## config.mk

```make
export PLATFORM = sky130hd
export DESIGN_NAME = ipv4_prefix_netmap_rewrite
export DESIGN_NICKNAME = d
export VERILOG_FILES = /design/src/rtl/ipnm_pkg.sv /design/src/rtl/ipnm_csum_upd.sv /design/src/rtl/ipnm_cfg.sv /design/src/rtl/ipnm_core.sv /design/src/rtl/ipv4_prefix_netmap_rewrite.sv
export SDC_FILE = /design/constraint.sdc
export NUM_CORES = 1
export LEC_CHECK = 0
export CORE_UTILIZATION = 44
export CTS_CLUSTER_DIAMETER = 100
export DETAILED_ROUTE_END_ITERATION = 12
export DONT_BUFFER_PORTS = 1
export SYNTH_ARGS = -nofsm -noshare
export SYNTH_HDL_FRONTEND = slang
export SYNTH_SLANG_ARGS = --single-unit
```

## constraint.sdc

```tcl
create_clock -name clk_i -period 13.2 [get_ports clk_i]
set_input_delay 0.66 -clock clk_i [delete_from_list [all_inputs] [get_ports clk_i]]
set_output_delay 0.66 -clock clk_i [all_outputs]
set_load 0.05 [all_outputs]
```

## src/rtl/ipnm_pkg.sv

```systemverilog
// ----------------------------------------------------------------------------
// ipnm_pkg
// Shared types and constants for the IPv4 prefix netmap rewrite block.
// ----------------------------------------------------------------------------
package ipnm_pkg;

  localparam logic [3:0]  IPV4_VERSION     = 4'd4;
  localparam logic [3:0]  MIN_HEADER_WORDS = 4'd5;
  localparam logic [15:0] UDP_CSUM_ALL_ONES = 16'hFFFF;
  localparam logic [7:0]  PROTO_TCP        = 8'd6;
  localparam logic [7:0]  PROTO_UDP        = 8'd17;
  localparam logic [15:0] FRAG_BITS        = 16'h3FFF;

  // Register index, taken from paddr[2]
  localparam logic REG_FROM_NETMASK = 1'b0;
  localparam logic REG_TO_NETWORK   = 1'b1;

  typedef enum logic [1:0] {
    ST_OK       = 2'd0,
    ST_BAD_HDR  = 2'd1,
    ST_FRAG     = 2'd2,
    ST_L4_SHORT = 2'd3
  } ipnm_status_e;

  typedef struct packed {
    logic        cmd;
    logic [3:0]  ip_version;
    logic [3:0]  header_words;
    logic [15:0] frag_field;
    logic [7:0]  protocol;
    logic [31:0] src_addr;
    logic [31:0] dst_addr;
    logic [15:0] ip_checksum;
    logic [15:0] l4_checksum;
    logic        partial_mode;
    logic        l4_header_present;
  } ipnm_in_t;

  typedef struct packed {
    ipnm_status_e status;
    logic [31:0]  new_src_addr;
    logic [31:0]  new_dst_addr;
    logic [15:0]  new_ip_checksum;
    logic [15:0]  new_l4_checksum;
    logic         rewritten;
  } ipnm_out_t;

  typedef struct packed {
    logic [31:0] from_netmask;
    logic [31:0] to_network;
  } ipnm_cfg_t;

endpackage

```

## src/rtl/ipnm_csum_upd.sv

```systemverilog
// ----------------------------------------------------------------------------
// ipnm_csum_upd
// Incremental one's-complement checksum update for a 32-bit field change.
// ----------------------------------------------------------------------------
module ipnm_csum_upd (
  input  logic [15:0] check_i,
  input  logic [31:0] old_i,
  input  logic [31:0] new_i,
  input  logic        partial_i,
  output logic [15:0] check_o
);

  logic [31:0] chk32;
  logic [32:0] sum1;
  logic [31:0] acc1;
  logic [32:0] sum2;
  logic [31:0] acc2;
  logic [16:0] fold1;
  logic [16:0] fold2;

  always_comb begin
    // Partial offload keeps the pseudo sum uncomplemented
    chk32 = partial_i ? {16'h0000, check_i} : ~{16'h0000, check_i};
    sum1  = {1'b0, chk32} + {1'b0, ~old_i};
    acc1  = sum1[31:0] + {31'd0, sum1[32]};
    sum2  = {1'b0, acc1} + {1'b0, new_i};
    acc2  = sum2[31:0] + {31'd0, sum2[32]};
    fold1 = {1'b0, acc2[15:0]} + {1'b0, acc2[31:16]};
    fold2 = {1'b0, fold1[15:0]} + {16'd0, fold1[16]};
    check_o = partial_i ? fold2[15:0] : ~fold2[15:0];
  end

endmodule

```

## src/rtl/ipnm_cfg.sv

```systemverilog
// ----------------------------------------------------------------------------
// ipnm_cfg
// APB register file holding the netmask and target network prefix.
// ----------------------------------------------------------------------------
module ipnm_cfg (
  input  logic                clk_i,
  input  logic                rst_ni,
  input  logic                psel,
  input  logic                penable,
  input  logic                pwrite,
  input  logic [2:0]          paddr,
  input  logic [31:0]         pwdata,
  output logic [31:0]         prdata,
  output logic                pready,
  output ipnm_pkg::ipnm_cfg_t cfg_o
);
  import ipnm_pkg::*;

  logic [31:0] from_netmask_q, from_netmask_d;
  logic [31:0] to_network_q, to_network_d;
  logic        wr_en;

  assign pready = 1'b1;
  assign wr_en  = psel && penable && pwrite && pready;

  always_comb begin
    from_netmask_d = from_netmask_q;
    to_network_d   = to_network_q;
    if (wr_en) begin
      case (paddr[2])
        REG_FROM_NETMASK: from_netmask_d = pwdata;
        REG_TO_NETWORK:   to_network_d   = pwdata;
        default:          from_netmask_d = from_netmask_q;
      endcase
    end
  end

  always_ff @(posedge clk_i or negedge rst_ni) begin
    if (!rst_ni) begin
      from_netmask_q <= 32'd0;
      to_network_q   <= 32'd0;
    end else begin
      from_netmask_q <= from_netmask_d;
      to_network_q   <= to_network_d;
    end
  end

  always_comb begin
    case (paddr[2])
      REG_FROM_NETMASK: prdata = from_netmask_q;
      REG_TO_NETWORK:   prdata = to_network_q;
      default:          prdata = 32'd0;
    endcase
  end

  assign cfg_o.from_netmask = from_netmask_q;
  assign cfg_o.to_network   = to_network_q;

endmodule

```

## src/rtl/ipnm_core.sv

```systemverilog
// ----------------------------------------------------------------------------
// ipnm_core
// Header checks, address mapping and checksum fix-up for one header.
// ----------------------------------------------------------------------------
module ipnm_core (
  input  ipnm_pkg::ipnm_in_t  hdr_i,
  input  ipnm_pkg::ipnm_cfg_t cfg_i,
  output ipnm_pkg::ipnm_out_t res_o
);
  import ipnm_pkg::*;

  logic        hdr_bad;
  logic        is_frag;
  logic        is_tcp;
  logic        is_udp;
  logic [31:0] old_a;
  logic [31:0] new_a;
  logic        changed;
  logic [15:0] ip_upd;
  logic [15:0] l4_upd;
  logic        do_rewrite;

  assign hdr_bad = (hdr_i.ip_version != IPV4_VERSION) ||
                   (hdr_i.header_words < MIN_HEADER_WORDS);
  assign is_frag = |(hdr_i.frag_field & FRAG_BITS);
  assign is_tcp  = hdr_i.protocol == PROTO_TCP;
  assign is_udp  = hdr_i.protocol == PROTO_UDP;
  assign old_a   = hdr_i.cmd ? hdr_i.dst_addr : hdr_i.src_addr;
  assign new_a   = cfg_i.to_network | (old_a & ~cfg_i.from_netmask);
  assign changed = new_a != old_a;

  ipnm_csum_upd u_ip_csum (
    .check_i   (hdr_i.ip_checksum),
    .old_i     (old_a),
    .new_i     (new_a),
    .partial_i (1'b0),
    .check_o   (ip_upd)
  );

  ipnm_csum_upd u_l4_csum (
    .check_i   (hdr_i.l4_checksum),
    .old_i     (old_a),
    .new_i     (new_a),
    .partial_i (hdr_i.partial_mode),
    .check_o   (l4_upd)
  );

  always_comb begin
    res_o.status          = ST_OK;
    res_o.new_src_addr    = hdr_i.src_addr;
    res_o.new_dst_addr    = hdr_i.dst_addr;
    res_o.new_ip_checksum = hdr_i.ip_checksum;
    res_o.new_l4_checksum = hdr_i.l4_checksum;
    res_o.rewritten       = 1'b0;
    do_rewrite            = 1'b0;

    if (hdr_bad) begin
      res_o.status = ST_BAD_HDR;
    end else if (is_frag) begin
      res_o.status = ST_FRAG;
    end else if (changed) begin
      if ((is_tcp || is_udp) && !hdr_i.l4_header_present) begin
        res_o.status = ST_L4_SHORT;
      end else begin
        do_rewrite = 1'b1;
      end
    end

    if (do_rewrite) begin
      if (is_tcp) begin
        res_o.new_l4_checksum = l4_upd;
      end else if (is_udp && ((hdr_i.l4_checksum != 16'd0) || hdr_i.partial_mode)) begin
        // zero means "no checksum" for UDP, so never produce it
        res_o.new_l4_checksum = (l4_upd == 16'd0) ? UDP_CSUM_ALL_ONES : l4_upd;
      end
      res_o.new_ip_checksum = ip_upd;
      if (hdr_i.cmd) begin
        res_o.new_dst_addr = new_a;
      end else begin
        res_o.new_src_addr = new_a;
      end
      res_o.rewritten = 1'b1;
    end

    if (!is_tcp && !is_udp) begin
      res_o.new_l4_checksum = 16'd0;
    end
  end

endmodule

```

## src/rtl/ipv4_prefix_netmap_rewrite.sv

```systemverilog
// ----------------------------------------------------------------------------
// ipv4_prefix_netmap_rewrite
// Stateless IPv4 prefix rewrite with incremental checksum update.
// ----------------------------------------------------------------------------
// Usage:
//   The input channel (in_valid_i / in_ready_o / in_data_i) carries one IPv4
//   header summary per transaction; the output channel (out_valid_o /
//   out_ready_i / out_data_o) returns exactly one result per input, in order.
//   The APB port programs from_netmask (0x0) and to_network (0x4); program
//   them only while no transaction is in flight.
// Pipeline and throughput:
//   An accepted header lands in the input register, passes the check, map
//   and checksum logic, and is captured in the result register when that
//   register advances, which raises out_valid_o. One header per cycle is
//   sustained while out_ready_i stays high; the two checksum adders sit side
//   by side in the one logic stage.
// Reset:
//   rst_ni clears both valid flags and both configuration registers (which
//   leaves every address unchanged until a register is written nonzero).
// Backpressure:
//   When out_ready_i is low the result register holds its transaction; the
//   input register still fills once, then in_ready_o drops until the result
//   is taken.
// ----------------------------------------------------------------------------
module ipv4_prefix_netmap_rewrite (
  input  logic                clk_i,
  input  logic                rst_ni,
  // input channel
  input  logic                in_valid_i,
  output logic                in_ready_o,
  input  ipnm_pkg::ipnm_in_t  in_data_i,
  // output channel
  output logic                out_valid_o,
  input  logic                out_ready_i,
  output ipnm_pkg::ipnm_out_t out_data_o,
  // configuration
  input  logic                psel,
  input  logic                penable,
  input  logic                pwrite,
  input  logic [2:0]          paddr,
  input  logic [31:0]         pwdata,
  output logic [31:0]         prdata,
  output logic                pready
);
  import ipnm_pkg::*;

  ipnm_cfg_t cfg;
  ipnm_out_t res;

  logic      s1_valid_q, s1_valid_d;
  ipnm_in_t  s1_data_q;
  logic      out_valid_q, out_valid_d;
  ipnm_out_t out_data_q;
  logic      out_adv;

  ipnm_cfg u_cfg (
    .clk_i   (clk_i),
    .rst_ni  (rst_ni),
    .psel    (psel),
    .penable (penable),
    .pwrite  (pwrite),
    .paddr   (paddr),
    .pwdata  (pwdata),
    .prdata  (prdata),
    .pready  (pready),
    .cfg_o   (cfg)
  );

  ipnm_core u_core (
    .hdr_i (s1_data_q),
    .cfg_i (cfg),
    .res_o (res)
  );

  // Advance the result register when empty or when its transaction is taken
  assign out_adv    = !out_valid_q || out_ready_i;
  // Take a new header when the input register is empty or moves on
  assign in_ready_o = !s1_valid_q || out_adv;

  always_comb begin
    s1_valid_d  = s1_valid_q;
    out_valid_d = out_valid_q;
    if (in_ready_o) begin
      s1_valid_d = in_valid_i;
    end
    if (out_adv) begin
      out_valid_d = s1_valid_q;
    end
  end

  always_ff @(posedge clk_i or negedge rst_ni) begin
    if (!rst_ni) begin
      s1_valid_q  <= 1'b0;
      out_valid_q <= 1'b0;
    end else begin
      s1_valid_q  <= s1_valid_d;
      out_valid_q <= out_valid_d;
    end
  end

  // Payload registers: load only on a real transfer, hold otherwise
  always_ff @(posedge clk_i) begin
    if (in_valid_i && in_ready_o) begin
      s1_data_q <= in_data_i;
    end
    if (out_adv && s1_valid_q) begin
      out_data_q <= res;
    end
  end

  assign out_valid_o = out_valid_q;
  assign out_data_o  = out_data_q;

  // A rewrite only ever comes with an OK status
  a_rewrite_ok : assert property (@(posedge clk_i) disable iff (!rst_ni)
    out_valid_q && out_data_q.rewritten |-> out_data_q.status == ST_OK)
    else $error("rewrite flagged with non-OK status");

  // Both registers full and output stalled: no room for another header
  a_full_stall : assert property (@(posedge clk_i) disable iff (!rst_ni)
    s1_valid_q && out_valid_q && !out_ready_i |-> !in_ready_o)
    else $error("input accepted while pipeline is full");

  // An accepted header always occupies the input register next cycle
  a_accept_fill : assert property (@(posedge clk_i) disable iff (!rst_ni)
    in_valid_i && in_ready_o |=> s1_valid_q)
    else $error("accepted header lost");

  // A filled input register is moved to the result register when it advances
  a_move_out : assert property (@(posedge clk_i) disable iff (!rst_ni)
    s1_valid_q && out_adv |=> out_valid_q)
    else $error("header dropped between stages");

endmodule

```

==> results.toml, run 1 <==
[outcome]
outcome = "completed"

[synth]
ys_warn_count = 0
synthFlopType = "edfxtp_1"
ys_ff_latch = 294
yosysSeqAreaShare = 0.358
ys_async_sr_fraction = 0.224
syn_nets = 2875
avgSynthCellArea_um2 = 9.34
synth_edf_count = 228
syn_area_um2 = 23700
synth_cells = 2540
synthDistinctLibCells = 101

[placed_design]
place_ws_ps = 126
dp_hpwl_um = 62000
place_congestion = 0.976
dp_cells = 3310
port_buffers = 0

[finish]
fin_nets = 2997
nFillCells = 5006
multi_input_area_um2 = 14600
area_delta_synth_final_pct = 12.5
fin_cells = 3374
n_antenna_cell = 0
drive_above_1_share = 0.148
ff_latch_area_um2 = 8500

[global_routing]
grt_overflow = 0
grt_max_degree = 77
antenna_found_initial = 2
grt_first_pass_wirelength_um = 114000
grt_pass1_vias = 19100
gr-usage-all-layers = 0.274

[die]
io_pins = 307
dieArea_um2 = 54900
die_h_um = 234
initial_utilization = 0.448
die_x_um = 234
core_um2 = 53000
rows = 84

[timing]
worst_slew_pin_slew_ps = 1270
finalMaxSlewViolations = 0
hold_viol_final = 0
final.setup_skew_ps = 26.2
fin_crit_ps = 12500
max_clock_freq_mhz = 80.0
finalCritPeriodShare = 0.947
setup_viol = 0
fin_ws_ps = 705
slew_headroom = 0.146

[clocking]
htreeDepth = 1
cts-root-buf = "clkbuf_16"
clock-sinks = 294
insertion_delay_ps = 590
clkTransAtPathRegs_ps = 70
cts_tree = "done"
cts_buffers = 30
clockBufferDepth = 3

[detailed_routing]
via_per_inst = 5.94
wl_met1_um = 33700
wl_met3_um = 5250
routed-wl-met2_um = 35900
routed_wl_um = 77000
drtIter0Drc = 1458
drcViolationCount = 0
ant_nets = 0
wl_per_cell_um = 22.8
dr_total_vias = 20000
dr.pass1.iters = 6
highest_layer = "met5"

[pwr]
powerDensity_nw_per_um2 = 316
irDropWorstVdd_mv = 0.218
p_leak_nw = 10.4

[critical_path]
crit_type = "reg2reg"
reg2reg_slack_ps = 700
slowest_stage = "or3_2"
crit_path_max_incr_delay_ps = 510
cp.arrival_ps = 12910
cp-start-kind = "flip-flop"
crit_start = "s1_data_q[130]"
r2r_start = "s1_data_q[130]"
r2r-end = "out_data_o[11]"
cp.required_ps = 13610
crit_path_end = "out_data_o[11]"
path_max_fanout = 10
worstSetupEndpointType = "flip-flop"
r2r_cells = 63

[job]
max_cap_violations = 0

[worst_hold_path]
hp-class = "in2reg"
-- per-layer routing --
layer / track usage / up-vias
met5: 0 / -
met4: 0.0779 / 4
met3: 0.0514 / 104
met2: 0.447 / 628
met1: 0.369 / 9670
li1: - / 9629
-- cells in the mapped netlist (9+ instances only) --
cell type / number / area share
nor2_1: 290 / 0.046
edfxtp_1: 228 / 0.29
xnor2_1: 204 / 0.075
a21oi_1: 203 / 0.043
ha_1: 156 / 0.082
nand2_1: 156 / 0.025
inv_1: 120 / 0.019
o21ai_0: 107 / 0.023
mux2_2: 97 / 0.046
xor2_1: 79 / 0.029
nand3_1: 71 / 0.015
dfrtp_1: 66 / 0.070
a21o_1: 55 / 0.017
clkbuf_1: 53 / 0.0084
nor3_1: 51 / 0.011
nor3b_1: 39 / 0.012
mux2i_1: 38 / 0.016
nand2b_1: 36 / 0.0095
nand4_1: 36 / 0.0095
a211oi_1: 30 / 0.0095
nor4_1: 29 / 0.0076
o211ai_1: 26 / 0.0082
o21a_1: 26 / 0.0082
a31oi_1: 22 / 0.0058
or3_1: 19 / 0.0050
and3_1: 18 / 0.0047
and2_1: 16 / 0.0042
or2_2: 16 / 0.0042
o21bai_1: 15 / 0.0047
a211o_1: 13 / 0.0048
nor2b_1: 12 / 0.0032
o31ai_1: 11 / 0.0035
a21oi_2: 10 / 0.0037
a2111oi_0: 9 / 0.0033
a22oi_1: 9 / 0.0028
o22ai_1: 9 / 0.0024
-- worst max-delay path: cells and delay by family (launching register included) --
kind / cells / cell delay, ps
compound gates: 32 / 5920
simple gates: 15 / 2310
xor+xnor: 2 / 520
fa+ha+maj: 7 / 1900
flops: 1 / 490
mux: 1 / 260
buf+inv: 6 / 910
-- cell families (layout without fill, tap and decap cells) --
| logic type | count (synthesis) | in the layout | share of synthesized area |
|---|---|---|---|
| mux | 135 | 135 | 0.0621 |
| fa+ha+maj | 162 | 162 | 0.0873 |
| buf+inv | 191 | 337 | 0.0329 |
| simple gates | 841 | 841 | 0.177 |
| xor+xnor | 288 | 288 | 0.109 |
| flops | 294 | 294 | 0.358 |
| other cells | 1 | 1 | 0.000158 |
| compound gates | 628 | 628 | 0.174 |
-- sequential cells by signal, indices dropped and copies added (netlist names) --
name	cells
s1_valid_q	1
out_data_o	99
s1_data_q	129
out_valid_o	1
u_cfg.to_network_q	32
u_cfg.from_netmask_q	32
-- cell type report --
cell class	instances	area share
sequential	294	0.318
clock buffer	43	0.0323
clock inverter	13	0.00633
tap	688	0.0323
multi-input combinational	2055	0.547
inverter	120	0.0169
timing repair buffer	161	0.0466
-- power by group --
| part | total [mW] | switching, mW | internal (mW) |
|---|---|---|---|
| Clock | 0.887 | 0.369 | 0.517 |
| Combinational | 6.28 | 3.72 | 2.56 |
| Sequential | 1.26 | 0.154 | 1.11 |
-- placed cells by master, fill, tap and decap left out, types with 32 or more instances in the layout --
cell and instances:
nor2_1 286, edfxtp_1 228, xnor2_1 204, a21oi_1 199, buf_4 158, nand2_1 156, ha_1 152, inv_1 120
o21ai_0 101, mux2_2 97, xor2_1 79, nand3_1 71, dfrtp_1 66, a21o_1 55, nor3_1 45, nor3b_1 39
mux2i_1 36, nand4_1 36, nand2b_1 36, clkbuf_16 32
-- metrics by stage --
step | cell area (µm²) | TNS (ps) | power, mW | hold WS, ps | util
global placement | 25400 | 0 | 7.33 | 367 | 0.480
floorplan | 23700 | 0 | 5.81 | 364 | -
detailed placement | 25400 | 0 | 7.42 | 367 | 0.480
CTS | 26500 | 0 | 8.36 | 140 | 0.500
finish | 26700 | 0 | 8.43 | 162 | 0.504
global route | 26700 | -10.6 | 9.06 | 140 | 0.504
-- worst min-delay path by stage --
stage | start | slack, ps | cells after the start | to
after global routing | in_data_i[31] | 140 | 0 | s1_data_q[31]
after detailed placement | rst_ni | 370 | 0 | u_cfg.from_netmask_q[30]
after floorplan | rst_ni | 360 | 0 | out_valid_o
after CTS | in_data_i[85] | 140 | 0 | s1_data_q[85]
final | in_data_i[33] | 160 | 0 | s1_data_q[33]
after global placement | rst_ni | 370 | 0 | u_cfg.from_netmask_q[29]
-- timing repair --
action	in CTS	in global routing
hold endpoints to repair	66	0
hold buffers	2	0
gates resized for setup	0	37
endpoints found under the setup margin	0	28
setup buffers	0	6
Note: power is estimated with default switching activity, not from simulation.
==> inputs of run 2 (changes only) <==
Settings changed: CTS_BUF_LIST set to sky130_fd_sc_hd__clkbuf_16, SLEW_MARGIN set to 5.
==> run 2 against run 1 <==
First-iteration DRC count grew 2.6%. Final cell count is the same. Sequential share of layout area is essentially flat. Design area is essentially flat. Global-route usage is essentially flat.
==> results.toml, run 2 (same netlist as run 1, synthesis figures left out) <==
[outcome]
outcome = "completed"

[job]
max_cap_violations = 0

[clocking]
htreeDepth = 1
insertion_delay_ps = 590
clockBufferDepth = 3
cts_tree = "done"
cts_buffers = 30
clock-sinks = 294
clkTransAtPathRegs_ps = 70
cts-root-buf = "clkbuf_16"

[global_routing]
grt_first_pass_wirelength_um = 114000
antenna_found_initial = 2
gr-usage-all-layers = 0.274
grt_pass1_vias = 19100
grt_overflow = 0
grt_max_degree = 77

[worst_hold_path]
hp-class = "in2reg"

[timing]
fin_ws_ps = 675
max_clock_freq_mhz = 79.8
fin_crit_ps = 12520
finalCritPeriodShare = 0.949
hold_viol_final = 0
worst_slew_pin_slew_ps = 1300
finalMaxSlewViolations = 0
setup_viol = 0
final.setup_skew_ps = 23.7
slew_headroom = 0.128

[die]
initial_utilization = 0.448
core_um2 = 53000
rows = 84
die_h_um = 234
die_x_um = 234
dieArea_um2 = 54900
io_pins = 307

[critical_path]
worstSetupEndpointType = "flip-flop"
crit_type = "reg2reg"
cp.required_ps = 13630
reg2reg_slack_ps = 680
path_max_fanout = 10
cp.arrival_ps = 12950
slowest_stage = "edfxtp_1"
crit_path_max_incr_delay_ps = 500
cp-start-kind = "flip-flop"

[finish]
largest_register_ffs = 129
regMostFlops = "s1_data_q"
ff_latch_area_um2 = 8500
layout.cells.most_common_list = "nor2_1 (286), edfxtp_1 (228), xnor2_1 (204)"
final_core_util = 0.504
multi_input_area_um2 = 14600
n_antenna_cell = 0
final_common_cell = "nor2_1"
area_delta_synth_final_pct = 12.4
nFillCells = 5006
fin_nets = 2997
drive_above_1_share = 0.148

[placed_design]
port_buffers = 0
place_congestion = 0.976
dp_hpwl_um = 62000
place_ws_ps = 126

[detailed_routing]
dr_total_vias = 20100
ant_nets = 0
drcViolationCount = 0
dr.pass1.iters = 5
via_per_inst = 5.95
wl_per_cell_um = 22.8
routed_wl_um = 77000
drtIter0Drc = 1496

[pwr]
powerDensity_nw_per_um2 = 315
irDropWorstVdd_mv = 0.218
power_mw = 8.40
p_leak_nw = 10.4
## run 2: changes by cell type in the layout (fill, tap and decap cells not counted)
cell,delta
clkbuf_1,-9
inv_1,+9
clkbuf_8,-2
inv_2,+2
## run 2: final cells by class
cell class / count / share of cell area
multi-input cells: 2055 / 0.548
clock buffers: 32 / 0.0300
clock inverters: 24 / 0.00788
repair buffers: 161 / 0.0466
flip-flops and latches: 294 / 0.319
well taps: 688 / 0.0323
inverters: 120 / 0.0169
## run 2: critical path: cells and delay by family, from the launching register on
family,cells,cell delay (ps)
buffers and inverters,6,900
AND/OR/NAND/NOR,15,2300
adder cells (fa/ha/maj),7,1900
AO/OA/AOI/OAI,32,5930
multiplexers,1,270
flip-flops,1,500
XOR/XNOR,2,520
## run 2: report_power, final
part | internal [mW] | total, mW | switching [mW] | leakage (nW)
Clock | 0.499 | 0.869 | 0.370 | 0.532
Combinational | 2.56 | 6.27 | 3.71 | 6.93
Sequential | 1.11 | 1.26 | 0.154 | 2.99
## run 2: path summary, 6_finish.rpt
| check | from | to | cells after the start |
|---|---|---|---|
| worst max-delay path | s1_data_q[130] | out_data_o[14] | 63 |
| worst min-delay path | in_data_i[33] | s1_data_q[33] | 0 |
| worst max register to register | s1_data_q[130] | out_data_o[14] | 63 |
| worst min register to register | s1_valid_q | out_valid_o | 1 |
| max in group asynchronous | rst_ni | u_cfg.to_network_q[27] | 2 |
| min in group asynchronous | rst_ni | u_cfg.from_netmask_q[9] | 2 |
## run 2: what timing repair did
action | in CTS | in global routing
setup endpoints to repair | 0 | 28
hold buffers | 2 | 0
buffers inserted | 0 | 6
gates resized for setup | 0 | 37
endpoints found under the hold margin | 66 | 0
## run 2: metal layers
layer,GRT usage,vias up,share of wire
met4,0.0779,4,0.029
met1,0.369,9702,0.44
met2,0.447,627,0.47
met3,0.0514,112,0.069
met5,0,-,0.00029
li1,-,9641,-
## run 2: metrics by stage
stage | std cells | area [µm²] | hold slack [ps] | TNS (ps)
after floorplan | 2540 | 23700 | 364 | 0
after global placement | 3310 | 25400 | 367 | 0
after detailed placement | 3310 | 25400 | 367 | 0
after CTS | 3368 | 26500 | 140 | 0
after global routing | 3374 | 26700 | 140 | -10.3
final | 3374 | 26700 | 164 | 0
